$ cat src/hw/rtl/qpp_pkg.sv
`default_nettype none
// ----------------------------------------------------------------------------
// qpp_pkg
// Types and constants shared by the quadrature position PID block.
// ----------------------------------------------------------------------------
package qpp_pkg;

    localparam int TARGET_REGS = 3;
    localparam int POS_W       = 24;
    localparam int ERR_W       = POS_W + 1;
    localparam int DIFF_W      = ERR_W + 1;
    localparam int SUM_W       = 40;
    localparam int GAIN_W      = 16;
    localparam int VAL_W       = 57;
    localparam int PADDR_W     = 5;

    localparam logic signed [POS_W-1:0] DEFAULT_TARGET = -24'sd400;
    localparam logic signed [SUM_W-1:0] SUM_MAX = {1'b0, {(SUM_W-1){1'b1}}};
    localparam logic signed [SUM_W-1:0] SUM_MIN = {1'b1, {(SUM_W-1){1'b0}}};

    localparam logic KIND_ENC  = 1'b0;
    localparam logic KIND_TICK = 1'b1;

    typedef logic signed [POS_W-1:0]  pos_t;
    typedef logic signed [ERR_W-1:0]  err_t;
    typedef logic signed [DIFF_W-1:0] diff_t;
    typedef logic signed [SUM_W-1:0]  sum_t;

    typedef enum logic [2:0] {
        REG_KP   = 3'd0,
        REG_KI   = 3'd1,
        REG_KD   = 3'd2,
        REG_TGT0 = 3'd3,
        REG_TGT1 = 3'd4,
        REG_TGT2 = 3'd5
    } reg_idx_t;

    typedef struct packed {
        logic [GAIN_W-1:0]          kp;
        logic [GAIN_W-1:0]          ki;
        logic [GAIN_W-1:0]          kd;
        pos_t [TARGET_REGS-1:0]     target;
    } cfg_t;

    // one motor's entry in the state memory
    typedef struct packed {
        pos_t count;
        sum_t sum;
        err_t prev;
    } motor_state_t;

    // control tick leaving the read-modify-write stage
    typedef struct packed {
        logic       valid;
        logic [1:0] motor;
        err_t       e;
        sum_t       sum;
        diff_t      d;
        pos_t       position;
    } tick_t;

endpackage
`default_nettype wire

$ cat src/hw/rtl/qpp_result_if.sv
`default_nettype none
// ----------------------------------------------------------------------------
// qpp_result_if
// Output channel: motor drive words.
// ----------------------------------------------------------------------------
interface qpp_result_if;
    logic        valid;
    logic        ready;
    logic [1:0]  motor_out;
    logic        forward;
    logic [7:0]  duty;
    logic [23:0] position;

    modport source (output valid, motor_out, forward, duty, position, input ready);
    modport sink   (input valid, motor_out, forward, duty, position, output ready);
endinterface
`default_nettype wire

$ cat src/hw/rtl/qpp_calc.sv
`default_nettype none
// ----------------------------------------------------------------------------
// qpp_calc
// PID products, their sum, and the drive word register.
// ----------------------------------------------------------------------------
module qpp_calc import qpp_pkg::*; (
    input  wire logic   clk,
    input  wire logic   rst_n,
    input  tick_t       tick,
    input  cfg_t        cfg,
    output logic        adv,
    qpp_result_if.source result
);

    localparam int PP_W = GAIN_W + 1 + ERR_W;
    localparam int PI_W = GAIN_W + 1 + SUM_W;
    localparam int PD_W = GAIN_W + 1 + DIFF_W;

    // register the tick so the multipliers start from flops
    tick_t                  tick_reg;

    logic                   p2_valid_reg;
    logic [1:0]             p2_motor_reg;
    pos_t                   p2_pos_reg;
    logic signed [PP_W-1:0] pp_reg;
    logic signed [PI_W-1:0] pi_reg;
    logic signed [PD_W-1:0] pd_reg;

    logic                    p3_valid_reg;
    logic [1:0]              p3_motor_reg;
    pos_t                    p3_pos_reg;
    logic signed [VAL_W-1:0] v_reg;
    logic signed [VAL_W-1:0] v_next;

    logic                    out_valid_reg;
    logic [1:0]              out_motor_reg;
    logic                    out_fwd_reg;
    logic [7:0]              out_duty_reg;
    pos_t                    out_pos_reg;

    logic [VAL_W-1:0] mag;
    logic [7:0]       duty_next;

    assign adv = !out_valid_reg || result.ready;

    assign v_next = VAL_W'(pp_reg) + VAL_W'(pi_reg) + VAL_W'(pd_reg);

    always_comb
    begin
        mag = v_reg[VAL_W-1] ? -v_reg : v_reg;
        // saturate |v| >> 8 to eight bits
        if (|mag[VAL_W-1:16])
        begin
            duty_next = 8'hFF;
        end
        else
        begin
            duty_next = mag[15:8];
        end
    end

    always_ff @(posedge clk or negedge rst_n)
    begin
        if (!rst_n)
        begin
            tick_reg      <= '0;
            p2_valid_reg  <= 1'b0;
            p3_valid_reg  <= 1'b0;
            out_valid_reg <= 1'b0;
        end
        else if (adv)
        begin
            tick_reg      <= tick;
            p2_valid_reg  <= tick_reg.valid;
            p3_valid_reg  <= p2_valid_reg;
            out_valid_reg <= p3_valid_reg;
        end
    end

    always_ff @(posedge clk)
    begin
        if (adv)
        begin
            p2_motor_reg  <= tick_reg.motor;
            p2_pos_reg    <= tick_reg.position;
            pp_reg        <= signed'({1'b0, cfg.kp}) * tick_reg.e;
            pi_reg        <= signed'({1'b0, cfg.ki}) * tick_reg.sum;
            pd_reg        <= signed'({1'b0, cfg.kd}) * tick_reg.d;
            p3_motor_reg  <= p2_motor_reg;
            p3_pos_reg    <= p2_pos_reg;
            v_reg         <= v_next;
            out_motor_reg <= p3_motor_reg;
            out_pos_reg   <= p3_pos_reg;
            out_fwd_reg   <= !v_reg[VAL_W-1];
            out_duty_reg  <= duty_next;
        end
    end

    assign result.valid     = out_valid_reg;
    assign result.motor_out = out_motor_reg;
    assign result.forward   = out_fwd_reg;
    assign result.duty      = out_duty_reg;
    assign result.position  = out_pos_reg;

endmodule
`default_nettype wire

$ cat src/flat_wrapper.sv
// flat-port wrapper written by rule: the top's interface ports become plain ports
module qpp_calc_flat import qpp_pkg::*;
  (clk, rst_n, tick, cfg, adv, result_valid, result_motor_out, result_forward, result_duty, result_position, result_ready);
  qpp_result_if result_i ();
  input  wire logic clk;
  input  wire logic rst_n;
  input  tick_t tick;
  input  cfg_t cfg;
  output logic adv;
  output wire logic [$bits(result_i.valid)-1:0] result_valid;
  output wire logic [$bits(result_i.motor_out)-1:0] result_motor_out;
  output wire logic [$bits(result_i.forward)-1:0] result_forward;
  output wire logic [$bits(result_i.duty)-1:0] result_duty;
  output wire logic [$bits(result_i.position)-1:0] result_position;
  input wire logic [$bits(result_i.ready)-1:0] result_ready;
  assign result_valid = result_i.valid;
  assign result_motor_out = result_i.motor_out;
  assign result_forward = result_i.forward;
  assign result_duty = result_i.duty;
  assign result_position = result_i.position;
  assign result_i.ready = result_ready;
  qpp_calc u_core (.clk(clk), .rst_n(rst_n), .tick(tick), .cfg(cfg), .adv(adv), .result(result_i));
endmodule
$ cat config.mk
export PLATFORM = sky130hd
export DESIGN_NAME = qpp_calc_flat
export DESIGN_NICKNAME = d
export VERILOG_FILES = /design/src/hw/rtl/qpp_pkg.sv /design/src/hw/rtl/qpp_result_if.sv /design/src/hw/rtl/qpp_calc.sv /design/src/flat_wrapper.sv
export SDC_FILE = /design/constraint.sdc
export NUM_CORES = 2
export LEC_CHECK = 0
export ABC_AREA = 0
export BUFFER_PORTS_ARGS = -buffer_cell sky130_fd_sc_hd__clkbuf_2
export CORE_ASPECT_RATIO = 1.4
export CORE_UTILIZATION = 61
export DETAILED_ROUTE_END_ITERATION = 6
export PLACE_DENSITY = 0.75
export REMOVE_ABC_BUFFERS = 1
export SLEW_MARGIN = 30
export SYNTH_ARGS = -nofsm -noshare
export SYNTH_HDL_FRONTEND = slang
export SYNTH_SLANG_ARGS = --single-unit
$ cat constraint.sdc
create_clock -name clk -period 15.25 [get_ports clk]
set_clock_uncertainty 0.05 [all_clocks]
set_input_delay 1.525 -clock clk [delete_from_list [all_inputs] [get_ports clk]]
set_output_delay 1.525 -clock clk [all_outputs]
set_load 0.02 [all_outputs]
==> results.md <==
- Most frequent cell after synthesis: inv_1
- Vias per cell: 5.598
- Clock slew seen by the registers of the worst setup and hold paths: 70 ps
- # IOs: 278
- Initial Util: 61.54%
- Wirelength, routed: 161,400 µm
- Unrepaired setup endpoints after global routing: no
- Max FFs per register: 118
- Setup bufs post-CTS: 0
- Initial antenna violation count: 1
- Netlist Area Pre-Place: 68,780 µm²
- Final worst-path cycle share: 57.66%
- Total GRT Usage: 30.09%
- H-tree depth: 2
- Synth top area share: 42.32%
- Post_cts resized: 0
- Worst R2R Path Depth: 22
- Die outline area: 114,100 µm²
- Chip Width: 285.8 µm
- Synth Register Bits: 407
- Average wire per standard cell: 19.08 µm
- # setup viols final: 0
- DRC: 0
- Fin area: 72,510 µm²
- Yosys cell types: 81
- Routed Antenna Nets: 0
- Setup crit end kind: flip-flop
- Port bufs: 205
- Tightest Pin Transition: 1035 ps
- Synth Warn #: 0
- CTS tree: built
- Die H: 399.3 µm
- Final Hold Fails: 0
- Min-delay src: u_core.p2_pos_reg[2]$_DFFE_PP_
- Crit path kind: input port to flip-flop
- Largest net degree at the start of global routing: 162
- Hold Path Sink: u_core.p3_pos_reg[2]$_DFFE_PP_
- Commonest cells in the netlist: inv_1, fa_1, nand2_1
- HP Class: flip-flop to flip-flop
- Worst setup SP type: input port
- Main synth FF type: edfxtp_1
- Drt initial violations: 2,600
- Global-route wire length before repair: 268,300 µm
- Tmin final: 8793 ps
- GP Congestion: 0.8925
- Min Hold Slack: 365.2 ps
- CP arrival: 9090 ps
- Hold Path Depth: 0
- Area of the multi-input gates: 50,160 µm²
- Drt first pass iters: 6
- Top cells by area, synth: fa_1, edfxtp_1, inv_1
- Layout filler cell count: 8,974
- Clk_lat worst skew: 660 ps
- Clk root buf: clkbuf_16
- Slew HR: 30.99%
- Syn avg cell area: 9.926 µm²
- Worst R2R End: u_core.pd_reg[42]$_DFFE_PP_
- Setup TNS: 0 ps
- Vias in the first global route: 52,704
- Ratio of cells with drive above 1 in the final layout: 6.510%
- Status: completed
- Area leader, netlist: fa_1
- Hold-fix buffers at CTS: 0
- Crit path max fanout: 26
- Clock Sinks: 407
- Num rows: 145
- R2R Setup Slk: 7060 ps
- Via count: 47,350
- Cells after synthesis: 6,929
- CORE AREA: 111,800 µm²
- Max_cap viols: 0
- Max Fclk: 0.1137 GHz
- Clock buffer depth: 3
- Num CTS Buffers: 48
- Placed Area: 70,900 µm²
- Post-synth EDFFs: 286
- Slew Viols, Final: 0
- Nets@finish: 9,041
- FF-to-FF Start: u_core.tick_reg[35]$_DFFE_PN0P_
- Register area: 11,620 µm²
- Final HPWL DP: 126,300 µm
- Gr ovfl total: 0
- Antenna diodes: 0
- Post-synthesis sequential area ratio: 16.89%
- Worst Path Required: 15,550 ps
- Area Overhead vs Synth: 5.423%
- Post-layout util: 64.88%
- Post-synth ARST share: 29.73%
## layout make-up
| class | count | area share (%) |
|---|---|---|
| Sequential cell | 407 | 16.02 |
| Multi-Input combinational cell | 4655 | 69.18 |
| Tap cell | 1470 | 2.537 |
| Clock inverter | 30 | 0.4953 |
| Inverter | 1608 | 8.325 |
| Clock buffer | 59 | 1.714 |
| Timing Repair Buffer | 230 | 1.729 |
## per-layer routing
metal	global-route usage (%)	part of all wire (%)
met5	0	0.0081
met2	54.73	53
met1	34.49	36
met4	17.31	6.4
met3	3.005	4.8
## layout by cell type (no fill, tap or decap), types with 13 or more instances in the layout
cell type	count
clkbuf_16	48
nor2b_1	14
a31oi_1	21
fa_1	1454
mux2_2	120
nor3_1	37
inv_1	1608
and2_1	580
nand3_1	33
or3_1	13
o21ai_0	94
nor4_1	16
edfxtp_1	286
a21oi_1	181
nand4_1	21
ha_1	396
clkbuf_2	197
nand2_1	997
nand2b_1	28
a21o_1	85
nor2_1	109
xnor2_1	140
and3_1	18
o21a_1	28
dfrtp_1	121
o21bai_1	25
buf_4	22
xor2_1	61
a211oi_1	26
## how the worst max path moves through the flow
| stage | from | end | slack (ps) | depth (start not counted) |
|---|---|---|---|---|
| finish | cfg[74] | u_core.pd_reg[42]$_DFFE_PP_ | 6460 | 23 |
| global route | cfg[74] | u_core.pd_reg[42]$_DFFE_PP_ | 6020 | 23 |
| CTS | cfg[74] | u_core.pd_reg[42]$_DFFE_PP_ | 6470 | 23 |
| detailed placement | cfg[74] | u_core.pd_reg[42]$_DFFE_PP_ | 5850 | 23 |
| global placement | cfg[74] | u_core.pd_reg[42]$_DFFE_PP_ | 5880 | 23 |
| floorplan | result_ready | adv | 2360 | 1 |
## critical path, cell delays in order
cell,delay (ps)
clkbuf_2,500
nand2_1,170
fa_1,540
fa_1,530
fa_1,520
inv_1,60
fa_1,510
fa_1,510
inv_1,50
fa_1,480
inv_1,40
ha_1,350
nand3_1,140
or3_1,370
a211oi_1,430
o221ai_1,250
o21ai_1,340
a2111oi_0,150
o21bai_1,240
o21ai_1,360
nand4_1,180
a31o_2,240
xnor2_1,570
## per-stage QoR
| step | std cells | setup slack [ps] |
|---|---|---|
| 5_1_grt | 8459 | 6020 |
| 3_5_place_dp | 8370 | 5851 |
| 2_1_floorplan | 6670 | 2356 |
| 6_report | 8459 | 6457 |
| 4_1_cts | 8459 | 6469 |
| 3_3_place_gp | 8369 | 5879 |
## cell families (layout without fill, tap and decap cells)
family                   after synthesis  in the layout  share of synthesized area, %
AO/OA/AOI/OAI                        573            573                         5.349
XOR/XNOR                             201            201                         2.560
adder cells (fa/ha/maj)             1850           1850                         49.53
buffers and inverters               1867           1927                         10.19
flip-flops                           407            407                         16.89
multiplexers                         125            125                         2.038
AND/OR/NAND/NOR                     1906           1906                         13.45
Power is left out: the tool's default activity adds up to more than one toggle a clock period on the data nets, which glitch-free logic cannot reach.
