==> src/hw/rtl/qpp_pkg.sv <==
`default_nettype none
// ----------------------------------------------------------------------------
// qpp_pkg
// Types and constants shared by the quadrature position PID block.
// ----------------------------------------------------------------------------
package qpp_pkg;

    localparam int TARGET_REGS = 3;
    localparam int POS_W       = 24;
    localparam int ERR_W       = POS_W + 1;
    localparam int DIFF_W      = ERR_W + 1;
    localparam int SUM_W       = 40;
    localparam int GAIN_W      = 16;
    localparam int VAL_W       = 57;
    localparam int PADDR_W     = 5;

    localparam logic signed [POS_W-1:0] DEFAULT_TARGET = -24'sd400;
    localparam logic signed [SUM_W-1:0] SUM_MAX = {1'b0, {(SUM_W-1){1'b1}}};
    localparam logic signed [SUM_W-1:0] SUM_MIN = {1'b1, {(SUM_W-1){1'b0}}};

    localparam logic KIND_ENC  = 1'b0;
    localparam logic KIND_TICK = 1'b1;

    typedef logic signed [POS_W-1:0]  pos_t;
    typedef logic signed [ERR_W-1:0]  err_t;
    typedef logic signed [DIFF_W-1:0] diff_t;
    typedef logic signed [SUM_W-1:0]  sum_t;

    typedef enum logic [2:0] {
        REG_KP   = 3'd0,
        REG_KI   = 3'd1,
        REG_KD   = 3'd2,
        REG_TGT0 = 3'd3,
        REG_TGT1 = 3'd4,
        REG_TGT2 = 3'd5
    } reg_idx_t;

    typedef struct packed {
        logic [GAIN_W-1:0]          kp;
        logic [GAIN_W-1:0]          ki;
        logic [GAIN_W-1:0]          kd;
        pos_t [TARGET_REGS-1:0]     target;
    } cfg_t;

    // one motor's entry in the state memory
    typedef struct packed {
        pos_t count;
        sum_t sum;
        err_t prev;
    } motor_state_t;

    // control tick leaving the read-modify-write stage
    typedef struct packed {
        logic       valid;
        logic [1:0] motor;
        err_t       e;
        sum_t       sum;
        diff_t      d;
        pos_t       position;
    } tick_t;

endpackage
`default_nettype wire

==> src/hw/rtl/qpp_ram.sv <==
`default_nettype none
// ----------------------------------------------------------------------------
// qpp_ram
// Generic single-write, single-read RAM with registered read data.
// ----------------------------------------------------------------------------
module qpp_ram #(
    parameter int WIDTH = 8,
    parameter int DEPTH = 4
) (
    input  wire logic                                       clk,
    input  wire logic                                       we,
    input  wire logic [((DEPTH > 1) ? $clog2(DEPTH) : 1)-1:0] waddr,
    input  wire logic [WIDTH-1:0]                           wdata,
    input  wire logic                                       re,
    input  wire logic [((DEPTH > 1) ? $clog2(DEPTH) : 1)-1:0] raddr,
    output logic      [WIDTH-1:0]                           rdata
);

    logic [WIDTH-1:0] mem [DEPTH];

    always_ff @(posedge clk)
    begin
        if (we)
        begin
            mem[waddr] <= wdata;
        end
        if (re)
        begin
            rdata <= mem[raddr];
        end
    end

endmodule
`default_nettype wire

==> src/hw/rtl/qpp_state.sv <==
`default_nettype none
// ----------------------------------------------------------------------------
// qpp_state
// Per-motor state memory with read-modify-write: counts encoder changes,
// forms the error, the saturating integral and the error difference for control ticks.
// ----------------------------------------------------------------------------
module qpp_state import qpp_pkg::*; #(
    parameter int MOTORS = 3
) (
    input  wire logic       clk,
    input  wire logic       rst_n,
    input  wire logic       adv,
    input  wire logic       take,
    input  wire logic       kind,
    input  wire logic [1:0] motor,
    input  wire logic       up,
    input  cfg_t            cfg,
    output tick_t           tick
);

    localparam int AW = (MOTORS > 1) ? $clog2(MOTORS) : 1;

    logic          s1_valid_reg;
    logic          s1_kind_reg;
    logic [1:0]    s1_motor_reg;
    logic          s1_up_reg;
    logic [AW-1:0] s1_addr_reg;

    logic              wb_valid_reg;
    logic [AW-1:0]     wb_addr_reg;
    motor_state_t      wb_reg;
    logic [MOTORS-1:0] live_reg;
    logic [MOTORS-1:0] live_next;

    logic [$bits(motor_state_t)-1:0] rdata;
    logic [AW-1:0]                   raddr;
    motor_state_t cur;
    motor_state_t nxt;
    pos_t         tgt;
    err_t         e;
    logic signed [SUM_W:0] sum_wide;
    sum_t         sum_sat;
    diff_t        d;
    logic         we;

    assign raddr = AW'(motor);
    assign we    = s1_valid_reg && adv;

    qpp_ram #(
        .WIDTH ($bits(motor_state_t)),
        .DEPTH (MOTORS)
    ) u_ram (
        .clk   (clk),
        .we    (we),
        .waddr (s1_addr_reg),
        .wdata (nxt),
        .re    (adv),
        .raddr (raddr),
        .rdata (rdata)
    );

    always_comb
    begin
        // newest write wins over memory; an untouched entry reads as zero
        if (wb_valid_reg && (wb_addr_reg == s1_addr_reg))
        begin
            cur = wb_reg;
        end
        else if (live_reg[s1_addr_reg])
        begin
            cur = motor_state_t'(rdata);
        end
        else
        begin
            cur = '0;
        end

        if (s1_motor_reg < 2'(TARGET_REGS))
        begin
            tgt = cfg.target[s1_motor_reg];
        end
        else
        begin
            tgt = DEFAULT_TARGET;
        end

        e        = {cur.count[POS_W-1], cur.count} - {tgt[POS_W-1], tgt};
        sum_wide = {cur.sum[SUM_W-1], cur.sum} + {{(SUM_W+1-ERR_W){e[ERR_W-1]}}, e};
        if (sum_wide[SUM_W] != sum_wide[SUM_W-1])
        begin
            sum_sat = sum_wide[SUM_W] ? SUM_MIN : SUM_MAX;
        end
        else
        begin
            sum_sat = sum_wide[SUM_W-1:0];
        end
        d = {e[ERR_W-1], e} - {cur.prev[ERR_W-1], cur.prev};

        nxt = cur;
        if (s1_kind_reg == KIND_ENC)
        begin
            nxt.count = s1_up_reg ? cur.count + 24'sd1 : cur.count - 24'sd1;
        end
        else
        begin
            nxt.sum  = sum_sat;
            nxt.prev = e;
        end

        tick.valid    = s1_valid_reg && (s1_kind_reg == KIND_TICK);
        tick.motor    = s1_motor_reg;
        tick.e        = e;
        tick.sum      = sum_sat;
        tick.d        = d;
        tick.position = cur.count;

        live_next = live_reg;
        if (we)
        begin
            live_next[s1_addr_reg] = 1'b1;
        end
    end

    always_ff @(posedge clk or negedge rst_n)
    begin
        if (!rst_n)
        begin
            s1_valid_reg <= 1'b0;
            wb_valid_reg <= 1'b0;
            live_reg     <= '0;
        end
        else
        begin
            live_reg <= live_next;
            if (adv)
            begin
                s1_valid_reg <= take;
            end
            if (we)
            begin
                wb_valid_reg <= 1'b1;
            end
        end
    end

    always_ff @(posedge clk)
    begin
        if (adv)
        begin
            s1_kind_reg  <= kind;
            s1_motor_reg <= motor;
            s1_up_reg    <= up;
            s1_addr_reg  <= raddr;
        end
        if (we)
        begin
            wb_addr_reg <= s1_addr_reg;
            wb_reg      <= nxt;
        end
    end

endmodule
`default_nettype wire

==> config.mk <==
export PLATFORM = sky130hd
export DESIGN_NAME = qpp_state
export DESIGN_NICKNAME = d
export VERILOG_FILES = /design/src/hw/rtl/qpp_pkg.sv /design/src/hw/rtl/qpp_ram.sv /design/src/hw/rtl/qpp_state.sv
export SDC_FILE = /design/constraint.sdc
export NUM_CORES = 1
export LEC_CHECK = 0
export ABC_CLOCK_PERIOD_IN_PS = 27600
export BUFFER_PORTS_ARGS = -buffer_cell sky130_fd_sc_hd__buf_4
export CORE_ASPECT_RATIO = 0.6
export CORE_UTILIZATION = 55
export DETAILED_ROUTE_END_ITERATION = 8
export GPL_ROUTABILITY_DRIVEN = 0
export GPL_TIMING_DRIVEN = 0
export MAX_ROUTING_LAYER = met4
export PLACE_DENSITY_LB_ADDON = 0.12
export SETUP_SLACK_MARGIN = 0.05
export SLEW_MARGIN = 20
export SYNTH_ARGS = -nofsm -noshare
export SYNTH_HDL_FRONTEND = slang
export SYNTH_HIERARCHICAL = 1
export SYNTH_SLANG_ARGS = --single-unit
==> constraint.sdc <==
create_clock -name clk -period 27.6 [get_ports clk]
set_clock_uncertainty 0.1 [all_clocks]
set_input_delay 0 -clock clk [delete_from_list [all_inputs] [get_ports clk]]
set_output_delay 0 -clock clk [all_outputs]
set_load 0.03 [all_outputs]
==> results.md <==
- Area growth from synthesis to layout: 16.19%
- Largest family of logic cells by synthesized area: compound AO/OA/AOI/OAI gates
- Max Cap Viol: 0
- Max reg flops: 267
- CTS max path bufs: 3
- Post-CTS sizing: 0
- Slew of the pin with the lowest slew margin: 1219 ps
- Post-route cell area: 27790 µm²
- Yosys warns: 6
- First-pass GRT wire length: 105400 µm
- Starting density of the core: 56.44%
- Fill cells: 3182
- Register clock-pin slew on the reported worst setup and hold paths: 70 ps
- Pins Over Slew Limit: 0
- Post-synthesis simple-gate area fraction: 8.243%
- Highest clock rate: 75.87 MHz
- Die Area: 44360 µm²
- Final Util: 65.58%
- Placed cells: 2775
- VDD IR max: 0.1407 mV
- Area contributors post-synth: edfxtp_1, ha_1, mux2i_1, o21ai_0, xnor2_1
- Vias in the first global route: 16930
- Drt initial violations: 2317
- Multi-input gate area: 9617 µm²
- Largest net degree at the start of global routing: 65
- Die height: 163.5 µm
- Complex-gate fraction of the synthesized area: 16.20%
- Unique masters post-synth: 86
- Post-DP HPWL: 51450 µm
- WS Path Type: reg2out
- Reg area: 13670 µm²
- Total negative slack: 0 ps
- Power Density: 116.9 nW/µm²
- Critical path fanouts, max: 10
- # clock sinks: 456
- Layout net count: 2488
- Required time worst endpoint: 27500 ps
- Routed len/inst: 24.97 µm
- Number of synthesized flops with an enable pin: 451
- #FFs+latches synth: 456
- Unrepaired setup endpoints after global routing: no
- Sw frac: 44.77%
- Routed WL: 71370 µm
- Initial antenna violation count: 0
- N_diodes: 0
- Switch Pwr: 1.455 mW
- Hold Slack: 81.77 ps
- Clock Root Buffer: clkbuf_16
- Share of layout cells above drive strength 1: 16.35%
- Sequential power share: 28.3%
- Final worst path period share: 47.76%
- Largest area contributor in the synthesized netlist: edfxtp_1
- Pre-CTS setup slack: 15360 ps
- Status: finished clean
- Finish-stage setup viols: 0
- GRT Util Overall: 33.00%
- Vias per cell: 6.308
- Clock network power share: 17.3%
- Grt ovf: 0
- Gate Count Post-Synth: 1989
- Setup ws final: 14420 ps
- Die Wd: 271.2 µm
- Rel. slew slack: 18.18%
- LEAKAGE: 10.79 nW
- Most common cell in the synthesized netlist: edfxtp_1
- Top Ports: 246
- Row count: 58
- Final cell count without fillers: 2858
- Antenna Nets Post-Route: 0
- Main flop type after synthesis: edfxtp_1
- Most common library cells after synthesis: edfxtp_1, nand2_1, o21ai_0
- DRC viols: 0
- TritonRoute pass-1 iters: 5
- Critical path capture point type: output pin
- Power Total: 3.250 mW
- Fraction of the mapped netlist area in adder cells: 5.832%
- Post-Syn Area: 23920 µm²
- Clk_lat worst skew: 550 ps
- Syn avg cell area: 12.03 µm²
- Arr. time, crit path: 13080 ps
- Cell area after placement: 26420 µm²
- Hold Crit Class: in2reg
- Largest stage delay on the critical path: 780 ps
- Part of the power in combinational logic: 54.4%
- Sequential fraction of the synthesis area: 57.14%
- Core box area: 42380 µm²
- Internal power: 1.795 mW
- Vias: 18030
- CTS H-tree depth: 2
- Hold Fails Final Rpt: 0
- Async set-reset flop share out of synthesis: 1.096%
- I/O Buffers: 197
- Mux cell area share after synthesis: 5.811%
- TritonCTS clock tree: yes
- Crit-path most repeated cell: clkbuf_1
- Startpoint Class: flip-flop
- Net Count, Synth: 2220
- Synth Area in XOR/XNOR: 3.918%
- CP max stage cell: xor2_1
- Share of the synthesized area in the top cell type: 56.61%
- Min Tclk post-route: 13180 ps
- Total CTS buffers: 42
layout make-up:
type                            count  area share [%]
Clock buffer                       55           4.034
Sequential cell                   456           49.18
Tap cell                          570           2.566
Multi-Input combinational cell   1384           34.60
Inverter                           52          0.7203
Buffer                             97           1.756
Timing Repair Buffer              224           6.568
Clock inverter                     20          0.5807
metal layers:
layer	vias up	GRT usage [%]	wire length [µm]
met5	-	-	0
met4	0	7.457	1414
met3	91	5.998	7711
met2	951	47.43	30870
met1	8870	48.66	31370
li1	8116	-	-
kinds of logic after synthesis:
family          after synthesis
simple gates                449
mux                         134
buf+inv                     149
flops                       456
xor+xnor                    107
compound gates              584
fa+ha+maj                   110
critical path: cells and delay by family, from the launching register on:
kind / cells / cell delay (ps)
and+or+nand+nor: 9 / 1970
adders and majority gates: 2 / 590
AOI/OAI and AO/OA: 13 / 4590
muxes: 1 / 220
xor gates and xnor gates: 1 / 780
DFF: 1 / 540
buffers and inverters: 8 / 3830
what timing repair did:
| item | CTS | global route |
|---|---|---|
| hold buffers | 8 | 0 |
| setup buffers | 0 | 0 |
| endpoints found under the hold margin | 41 | 0 |
power groups by stage:
| stage | Combinational [mW] | Clock (mW) | Sequential (mW) |
|---|---|---|---|
| 2_1_floorplan | 1.12 | 0 | 0.931 |
| 3_3_place_gp | 1.69 | 0 | 0.937 |
| 3_5_place_dp | 1.73 | 0 | 0.934 |
| 4_1_cts | 1.74 | 0.565 | 0.920 |
| 5_1_grt | 1.87 | 0.593 | 0.925 |
| 6_report | 1.77 | 0.562 | 0.921 |
final timing paths:
path,slack [ps],depth (start not counted),endpoint,start
worst min register to register,370,2,live_reg[0],live_reg[0]
max in group asynchronous,26880,3,live_reg[1],rst_n
worst max-delay path,14420,34,tick[51],s1_addr_reg[0]
worst max register to register,14760,33,u_ram/mem[0][25],s1_addr_reg[0]
worst min-delay path,80,2,s1_up_reg,up
min in group asynchronous,300,3,live_reg[2],rst_n
layout by cell type, fill, tap and decap left out, types with 34 or more instances in the layout:
master     count
edfxtp_1     451
buf_4        206
nand2_1      174
o21ai_0      155
nor2_1       143
a21oi_1      114
mux2i_1      104
ha_1          99
xnor2_1       82
clkbuf_1      61
a22o_1        57
a21o_1        49
inv_1         49
clkbuf_16     43
a22oi_1       34
No activity file was read; power rests on OpenSTA's default activity.
