<file path="src/hw/rtl/qpp_pkg.sv">
`default_nettype none
// ----------------------------------------------------------------------------
// qpp_pkg
// Types and constants shared by the quadrature position PID block.
// ----------------------------------------------------------------------------
package qpp_pkg;

    localparam int TARGET_REGS = 3;
    localparam int POS_W       = 24;
    localparam int ERR_W       = POS_W + 1;
    localparam int DIFF_W      = ERR_W + 1;
    localparam int SUM_W       = 40;
    localparam int GAIN_W      = 16;
    localparam int VAL_W       = 57;
    localparam int PADDR_W     = 5;

    localparam logic signed [POS_W-1:0] DEFAULT_TARGET = -24'sd400;
    localparam logic signed [SUM_W-1:0] SUM_MAX = {1'b0, {(SUM_W-1){1'b1}}};
    localparam logic signed [SUM_W-1:0] SUM_MIN = {1'b1, {(SUM_W-1){1'b0}}};

    localparam logic KIND_ENC  = 1'b0;
    localparam logic KIND_TICK = 1'b1;

    typedef logic signed [POS_W-1:0]  pos_t;
    typedef logic signed [ERR_W-1:0]  err_t;
    typedef logic signed [DIFF_W-1:0] diff_t;
    typedef logic signed [SUM_W-1:0]  sum_t;

    typedef enum logic [2:0] {
        REG_KP   = 3'd0,
        REG_KI   = 3'd1,
        REG_KD   = 3'd2,
        REG_TGT0 = 3'd3,
        REG_TGT1 = 3'd4,
        REG_TGT2 = 3'd5
    } reg_idx_t;

    typedef struct packed {
        logic [GAIN_W-1:0]          kp;
        logic [GAIN_W-1:0]          ki;
        logic [GAIN_W-1:0]          kd;
        pos_t [TARGET_REGS-1:0]     target;
    } cfg_t;

    // one motor's entry in the state memory
    typedef struct packed {
        pos_t count;
        sum_t sum;
        err_t prev;
    } motor_state_t;

    // control tick leaving the read-modify-write stage
    typedef struct packed {
        logic       valid;
        logic [1:0] motor;
        err_t       e;
        sum_t       sum;
        diff_t      d;
        pos_t       position;
    } tick_t;

endpackage
`default_nettype wire

</file>
<file path="src/hw/rtl/qpp_regs.sv">
`default_nettype none
// ----------------------------------------------------------------------------
// qpp_regs
// APB-style register file holding the PID gains and the motor targets.
// ----------------------------------------------------------------------------
module qpp_regs import qpp_pkg::*; (
    input  wire logic               clk,
    input  wire logic               rst_n,
    input  wire logic               psel,
    input  wire logic               penable,
    input  wire logic               pwrite,
    input  wire logic [PADDR_W-1:0] paddr,
    input  wire logic [31:0]        pwdata,
    output logic      [31:0]        prdata,
    output logic                    pready,
    output cfg_t                    cfg
);

    cfg_t     cfg_reg;
    cfg_t     cfg_next;
    reg_idx_t idx;
    logic     wr;

    assign idx    = reg_idx_t'(paddr[PADDR_W-1:2]);
    assign wr     = psel && penable && pwrite;
    assign pready = 1'b1;
    assign cfg    = cfg_reg;

    always_comb
    begin
        cfg_next = cfg_reg;
        if (wr)
        begin
            unique case (idx)
                REG_KP:   cfg_next.kp        = pwdata[GAIN_W-1:0];
                REG_KI:   cfg_next.ki        = pwdata[GAIN_W-1:0];
                REG_KD:   cfg_next.kd        = pwdata[GAIN_W-1:0];
                REG_TGT0: cfg_next.target[0] = pwdata[POS_W-1:0];
                REG_TGT1: cfg_next.target[1] = pwdata[POS_W-1:0];
                REG_TGT2: cfg_next.target[2] = pwdata[POS_W-1:0];
                default:  cfg_next = cfg_reg;
            endcase
        end
    end

    always_comb
    begin
        unique case (idx)
            REG_KP:   prdata = {16'd0, cfg_reg.kp};
            REG_KI:   prdata = {16'd0, cfg_reg.ki};
            REG_KD:   prdata = {16'd0, cfg_reg.kd};
            REG_TGT0: prdata = {{8{cfg_reg.target[0][POS_W-1]}}, cfg_reg.target[0]};
            REG_TGT1: prdata = {{8{cfg_reg.target[1][POS_W-1]}}, cfg_reg.target[1]};
            REG_TGT2: prdata = {{8{cfg_reg.target[2][POS_W-1]}}, cfg_reg.target[2]};
            default:  prdata = 32'd0;
        endcase
    end

    always_ff @(posedge clk or negedge rst_n)
    begin
        if (!rst_n)
        begin
            cfg_reg.kp     <= 16'd2304;
            cfg_reg.ki     <= 16'd26;
            cfg_reg.kd     <= 16'd3584;
            cfg_reg.target <= {TARGET_REGS{DEFAULT_TARGET}};
        end
        else
        begin
            cfg_reg <= cfg_next;
        end
    end

endmodule
`default_nettype wire

</file>
<file path="config.mk">
export PLATFORM = sky130hd
export DESIGN_NAME = qpp_regs
export DESIGN_NICKNAME = d
export VERILOG_FILES = /design/src/hw/rtl/qpp_pkg.sv /design/src/hw/rtl/qpp_regs.sv
export SDC_FILE = /design/constraint.sdc
export NUM_CORES = 1
export LEC_CHECK = 0
export ABC_CLOCK_PERIOD_IN_PS = 4400
export BUFFER_PORTS_ARGS = -buffer_cell sky130_fd_sc_hd__buf_2
export CAP_MARGIN = 30
export CORE_MARGIN = 2
export CORE_UTILIZATION = 24
export DETAILED_ROUTE_END_ITERATION = 12
export HOLD_SLACK_MARGIN = 0.06
export MAX_ROUTING_LAYER = met4
export PLACE_DENSITY = 0.49
export SLEW_MARGIN = 40
export SYNTH_ARGS = -nofsm -noshare
export SYNTH_HDL_FRONTEND = slang
export SYNTH_SLANG_ARGS = --single-unit
</file>
<file path="constraint.sdc">
create_clock -name clk -period 4.4 [get_ports clk]
set_clock_uncertainty 0.15 [all_clocks]
set_input_delay 0.22 -clock clk [delete_from_list [all_inputs] [get_ports clk]]
set_output_delay 0.22 -clock clk [all_outputs]
set_load 0.02 [all_outputs]
</file>
==> flow_summary.ini, run 1 <==
[outcome]
outcome = finished, final reports clean

[yosys]
synth_seq_cells = 120
syn-num-nets = 463
yosysSeqAreaShare = 0.537
yosys.cell_types.count = 34
synth_area_leaders = dfstp_2 28%, dfrtp_1 25%, mux2_2 24%
synth_area_per_cell_um2 = 13.6
netlist_instances = 421
yosysTopAreaCell = dfstp_2
yosysWarnings = 0
synth_top_area_frac = 0.284
syn_area_mm2 = 0.00573

[floorplan]
dieArea_mm2 = 0.0251
io_pins = 195
initial_core_util = 0.244
core_mm2 = 0.0235
fp.dieH_um = 159
die_x_um = 159
row_count = 56

[timing]
layout_min_cycle_time_ns = 2.73
rsz0062_at_grt = no
slew_headroom = 0.529
tns_ns = 0
whs_ns = 0.234
setup_violations = 0
worst_pin_slew_ns = 0.707
finalMaxSlewViolations = 0
layout_setup_ws_ns = 1.67
hold_viol = 0
fin_crit_sh = 0.621
fmax_mhz = 366

[job]
max_cap_violations = 0

[power]
vdd_drop_max_mv = 0.206
p_leak_nw = 3.73
p_per_area_mw_per_mm2 = 513
power_mw = 4.03

[drt]
drc = 0
wl_per_cell_um = 18.6
via_per_inst = 4.43
ant_nets = 0
drt_pass1_iterations = 4
drt_first_iter_violations = 132
dr_total_vias = 4234
postRouteWirelength_um = 17800

[cts]
cts_root_buffer = clkbuf_16
numClockSinks = 120
tritoncts = yes
cts-htree-levels = 4
cts_buffers = 17
cts.path.max_buffers = 2
path_clk_slew_ns = 0.06
clk_latency_ns = 0.41
cts_resized = 0

[worst_setup_path]
worst_path_most_repeated_cell = buf_2
endpoint_kind = output port
crit_slowest_cell = buf_2
startpoint_type = primary input
path_cells = buf_2 -> buf_4 -> nand2b_1 -> o21ai_0 -> buf_2
crit_family = buffers and inverters
critPathKind = in -> out
worst-path-max-fanout = 27
max_stage_delay_ns = 0.54
crit_required_ns = 4.03
arrival_ns = 2.36
critPathBufInv = 3

[min_path]
worstHoldPathType = in -> reg

[finish]
layout.nets = 664
area_delta_synth_final_pct = 37.0
fin_cells = 955
nFillCells = 2315
drive_above_1_share = 0.669
largest_reg_flops = 120

[global_route]
grt_pass1_wl_um = 26800
antenna_found_initial = 1
grt_max_degree = 83
track_usage = 0.149
grt_pass1_vias = 4430
grt_overflow_total = 0

[placed_design]
dp_cells = 896
dp_slack_ns = 1.36
port_buffers = 183
gp_congestion = 0.764
dpl.hpwl_um = 11900
==> per-stage QoR <==
step                       util  cell area [µm²]
final                     0.335             7860
after global placement    0.294             6910
after global routing      0.335             7860
after detailed placement  0.298             7000
after CTS                 0.334             7840
after floorplan               -             5730
==> kinds of logic after synthesis <==
kind of cell | synth area share
AO/OA/AOI/OAI | 0.0639
flip-flops | 0.537
AND/OR/NAND/NOR | 0.0408
multiplexers | 0.317
buffers and inverters | 0.0408
other | 0.000654
==> cells in the mapped netlist <==
library cell	count
a211o_1	3
mux4_2	1
a211oi_1	7
dfrtp_1	58
nand3b_1	1
buf_1	3
a21o_1	7
mux2_2	121
nand2b_1	2
or3_1	1
buf_2	10
a221oi_1	4
nand4_1	1
clkbuf_1	8
nor2b_1	1
dfstp_2	62
a21oi_1	13
conb_1	1
mux2i_1	28
nand3_1	7
mux2_4	10
buf_6	3
nand4b_4	1
nand2_1	18
o21ai_0	20
nor3b_1	3
and3b_1	1
nor3_2	2
buf_4	14
a221o_1	1
clkinv_1	1
nor2_1	3
nor2_2	1
a31oi_1	4
==> worst min-delay path, stage by stage <==
cell and delay [ns]:
buf_2 0.12, nand4b_4 0.13, nor3_4 0.08, mux2_2 0.21
==> layout by cell type (no fill, tap or decap), types with 2 or more instances in the layout <==
cell type,n
buf_4,9
mux2_2,121
nor3_4,2
dfstp_2,62
bufinv_16,2
o21ai_0,20
a21oi_1,13
a221oi_1,4
dfrtp_1,58
clkbuf_1,2
clkinvlp_4,3
mux2_4,10
nor2_4,2
clkinv_2,2
a21o_1,7
nand2b_1,2
nand3_1,7
clkbuf_16,17
buf_2,181
nor3b_1,3
a211o_1,3
clkinv_4,2
dlygate4sd3_1,25
nand2_1,18
a31oi_1,4
mux2i_1,28
a211oi_1,7
clkbuf_8,4
buf_16,3
==> power by group <==
part / total (mW) / internal (mW) / switching [mW]
sequential: 1.58 / 1.40 / 0.173
clock: 1.40 / 0.880 / 0.518
combinational: 1.05 / 0.441 / 0.612
==> metal layers <==
| metal | track usage | vias up | wire [µm] |
|---|---|---|---|
| li1 | - | 1944 | - |
| met1 | 0.190 | 2154 | 8010 |
| met2 | 0.231 | 124 | 8630 |
| met3 | 0.0354 | 12 | 871 |
| met4 | 0.0532 | 0 | 271 |
| met5 | - | - | 0 |
==> what timing repair did <==
action | CTS | global route
endpoints found under the hold margin | 153 | 0
setup buffers | 0 | 0
hold buffers | 25 | 0
==> final cells by class <==
type	instances	area, µm²	area share
Antenna cell	1	2.50	0.000318
Timing Repair Buffer	220	1330	0.169
Multi-Input combinational cell	262	2450	0.311
Inverter	1	3.75	0.000478
Sequential cell	120	3080	0.392
Tap cell	319	399	0.0508
Clock buffer	22	474	0.0604
Clock inverter	10	119	0.0151
==> path summary, 6_finish.rpt <==
kind | cells past startpoint | slack, ns | start | end
setup reg to reg | 1 | 3.45 | cfg[56]$_DFFE_PN0P_ | cfg[56]$_DFFE_PN0P_
setup / recovery | 5 | 1.67 | paddr[3] | prdata[26]
max in group asynchronous | 3 | 2.79 | rst_n | cfg[29]$_DFFE_PN1P_
min in group asynchronous | 2 | 0.24 | rst_n | cfg[113]$_DFFE_PN0P_
hold reg to reg | 1 | 0.39 | cfg[87]$_DFFE_PN0P_ | cfg[87]$_DFFE_PN0P_
hold / removal | 4 | 0.23 | penable | cfg[24]$_DFFE_PN0P_
No activity file was read; power rests on OpenSTA's default activity.
==> run 2, diff against run 1 <==
ABC_AREA = 1   (was default)
ABC_CLOCK_PERIOD_IN_PS = 2350   (was 4400)
PLACE_DENSITY = 0.5   (was 0.49)
clock period = 2.35 ns   (was 4.4 ns; I/O delays follow)
==> flow_summary.ini, run 2 <==
[cts]
cts_root_buffer = clkbuf_16
cts-htree-levels = 4
clk_latency_ns = 0.42
cts_buffers = 17
tritoncts = yes
cts_resized = 0
cts.path.max_buffers = 2
path_clk_slew_ns = 0.06
numClockSinks = 120

[yosys]
syn_area_mm2 = 0.00619
async_flop_share = 1.00
yosysWarnings = 0
synthFlopType = dfstp_2
synth_top_area_frac = 0.263
synth_commonest_cells = 292 x nand2_1, 126 x o21ai_0, 62 x dfstp_2
synth_area_leaders = dfstp_2 26%, dfrtp_1 23%, nand2_1 18%
netlist_instances = 769
yosysSeqAreaShare = 0.498
synth_area_per_cell_um2 = 8.05
synth_edf_count = 0
synth.most_common_cell = nand2_1
yosysTopAreaCell = dfstp_2
synth_seq_cells = 120
yosys.cell_types.count = 22
syn-num-nets = 811

[global_route]
antenna_found_initial = 1
grt_max_degree = 121
track_usage = 0.177
grt_use_met2 = 0.277
grt_pass1_wl_um = 34700
top_usage_layer = met2
grt_pass1_vias = 5633
use_met1 = 0.231
grt_overflow_total = 0
grt_use_met3 = 0.0329

[worst_setup_path]
crit_slowest_cell = inv_1
crit_required_ns = 2.08
startpoint_type = primary input
worst-path-max-fanout = 18
critPathKind = in -> out
critPathBufInv = 4
max_stage_delay_ns = 0.29
worst_path_most_repeated_cell = buf_2
arrival_ns = 1.68
crit_family = buffers and inverters
endpoint_kind = output port
path_cells = buf_2 -> inv_4 -> nand3_4 -> inv_1 -> nand2_1 -> nand3_1 -> buf_2

[floorplan]
fp.dieH_um = 165
core_mm2 = 0.0253
die_x_um = 165
initial_core_util = 0.245
dieArea_mm2 = 0.0271
io_pins = 195
row_count = 58

[job]
max_cap_violations = 0

[power]
combPwrFrac = 0.248
switching_share = 0.346
pwr-share-clk = 0.378
power_mw = 7.83
p_per_area_mw_per_mm2 = 956
p_int_mw = 5.12
p_leak_nw = 4.29
power.share.sequential = 0.374
vdd_drop_max_mv = 0.358
power_switching_mw = 2.71

[drt]
drc = 0
dr_total_vias = 5997
postRouteWirelength_um = 23100
ant_nets = 0
via_per_inst = 4.63
drt_first_iter_violations = 478
wl_per_cell_um = 17.9
drt_pass1_iterations = 5

[timing]
fin_crit_sh = 0.830
setup_violations = 0
layout_setup_ws_ns = 0.400
slew_headroom = 0.522
tns_ns = 0
layout_min_cycle_time_ns = 1.95
fmax_mhz = 513
rsz0062_at_grt = no
finalMaxSlewViolations = 0
hold_viol = 0
worst_pin_slew_ns = 0.715

[placed_design]
gp_congestion = 0.808
dpl.hpwl_um = 16000
port_buffers = 183
dp_slack_ns = 0.375

[finish]
largest_reg_flops = 120
nFillCells = 2711
multi_input_comb_area_mm2 = 0.00257
layout.nets = 994
drive_above_1_share = 0.321
final_common_cell = nand2_1
register_area_mm2 = 0.00308
area_delta_synth_final_pct = 32.3
final_cell_mix = 292 x nand2_1, 182 x buf_2, 126 x o21ai_0

[min_path]
worstHoldPathType = in -> reg

[outcome]
outcome = finished, final reports clean
## run 2: final timing paths
check	from	to	slack, ns	cells after the start
min in group asynchronous	rst_n	cfg[103]$_DFFE_PN0P_	0.20	3
max in group asynchronous	rst_n	cfg[55]$_DFFE_PN0P_	1.32	3
hold / removal	penable	cfg[44]$_DFFE_PN1P_	0.09	5
setup reg to reg	cfg[15]$_DFFE_PN1P_	cfg[15]$_DFFE_PN1P_	1.38	2
setup / recovery	paddr[3]	prdata[31]	0.40	7
hold reg to reg	cfg[59]$_DFFE_PN1P_	cfg[59]$_DFFE_PN1P_	0.33	2
## run 2: logic make-up (layout without fill, tap and decap cells)
logic type      after synthesis  in the layout  synth area share
buf+inv                      97            293            0.0886
other cells                   1              2          0.000606
simple gates                419            419             0.306
compound gates              132            132             0.107
flops                       120            120             0.498
## run 2: metal layers
layer  up-vias  wire, µm  share of wire
li1       2866         -              -
met1      2890     10200           0.44
met2       218     11000           0.48
met3        23      1540          0.067
met4         0       407          0.018
met5         -         0              0
## run 2: layout make-up
class,count,area share
clock buffers,23,0.0689
clock inverters,9,0.0144
repair buffers,224,0.159
inverters,37,0.0176
multi-input cells,552,0.313
diodes,1,0.000306
flip-flops and latches,120,0.376
well taps,330,0.0504
## run 2: worst register-to-register path, delay by kind of cell (launching register included)
kind	cells	cell delay (ns)
flops	1	0.53
buf+inv	1	0.05
compound gates	1	0.17
## run 2: stage by stage
| stage | cells | util | cell area [µm²] | hold slack (ns) |
|---|---|---|---|---|
| 2_1_floorplan | 769 | - | 6190 | -0.328 |
| 3_3_place_gp | 1238 | 0.287 | 7260 | 0.140 |
| 3_5_place_dp | 1238 | 0.287 | 7260 | 0.146 |
| 4_1_cts | 1295 | 0.324 | 8190 | 0.0922 |
| 5_1_grt | 1296 | 0.324 | 8190 | 0.111 |
| 6_report | 1296 | 0.324 | 8190 | 0.0903 |
## run 2: timing repair
item                       4_1_cts  5_1_grt
hold buffers                    25        0
hold endpoints to repair       178        0
buffers inserted                 0        0
setup endpoints to repair        0        0
## run 2: power groups by stage
stage               Sequential [mW]  Clock [mW]  Combinational [mW]
floorplan                      3.41           0               0.638
global placement               2.95           0                1.93
detailed placement             2.95           0                1.95
CTS                            2.93        3.01                1.98
global route                   2.99        3.11                2.12
finish                         2.93        2.96                1.95
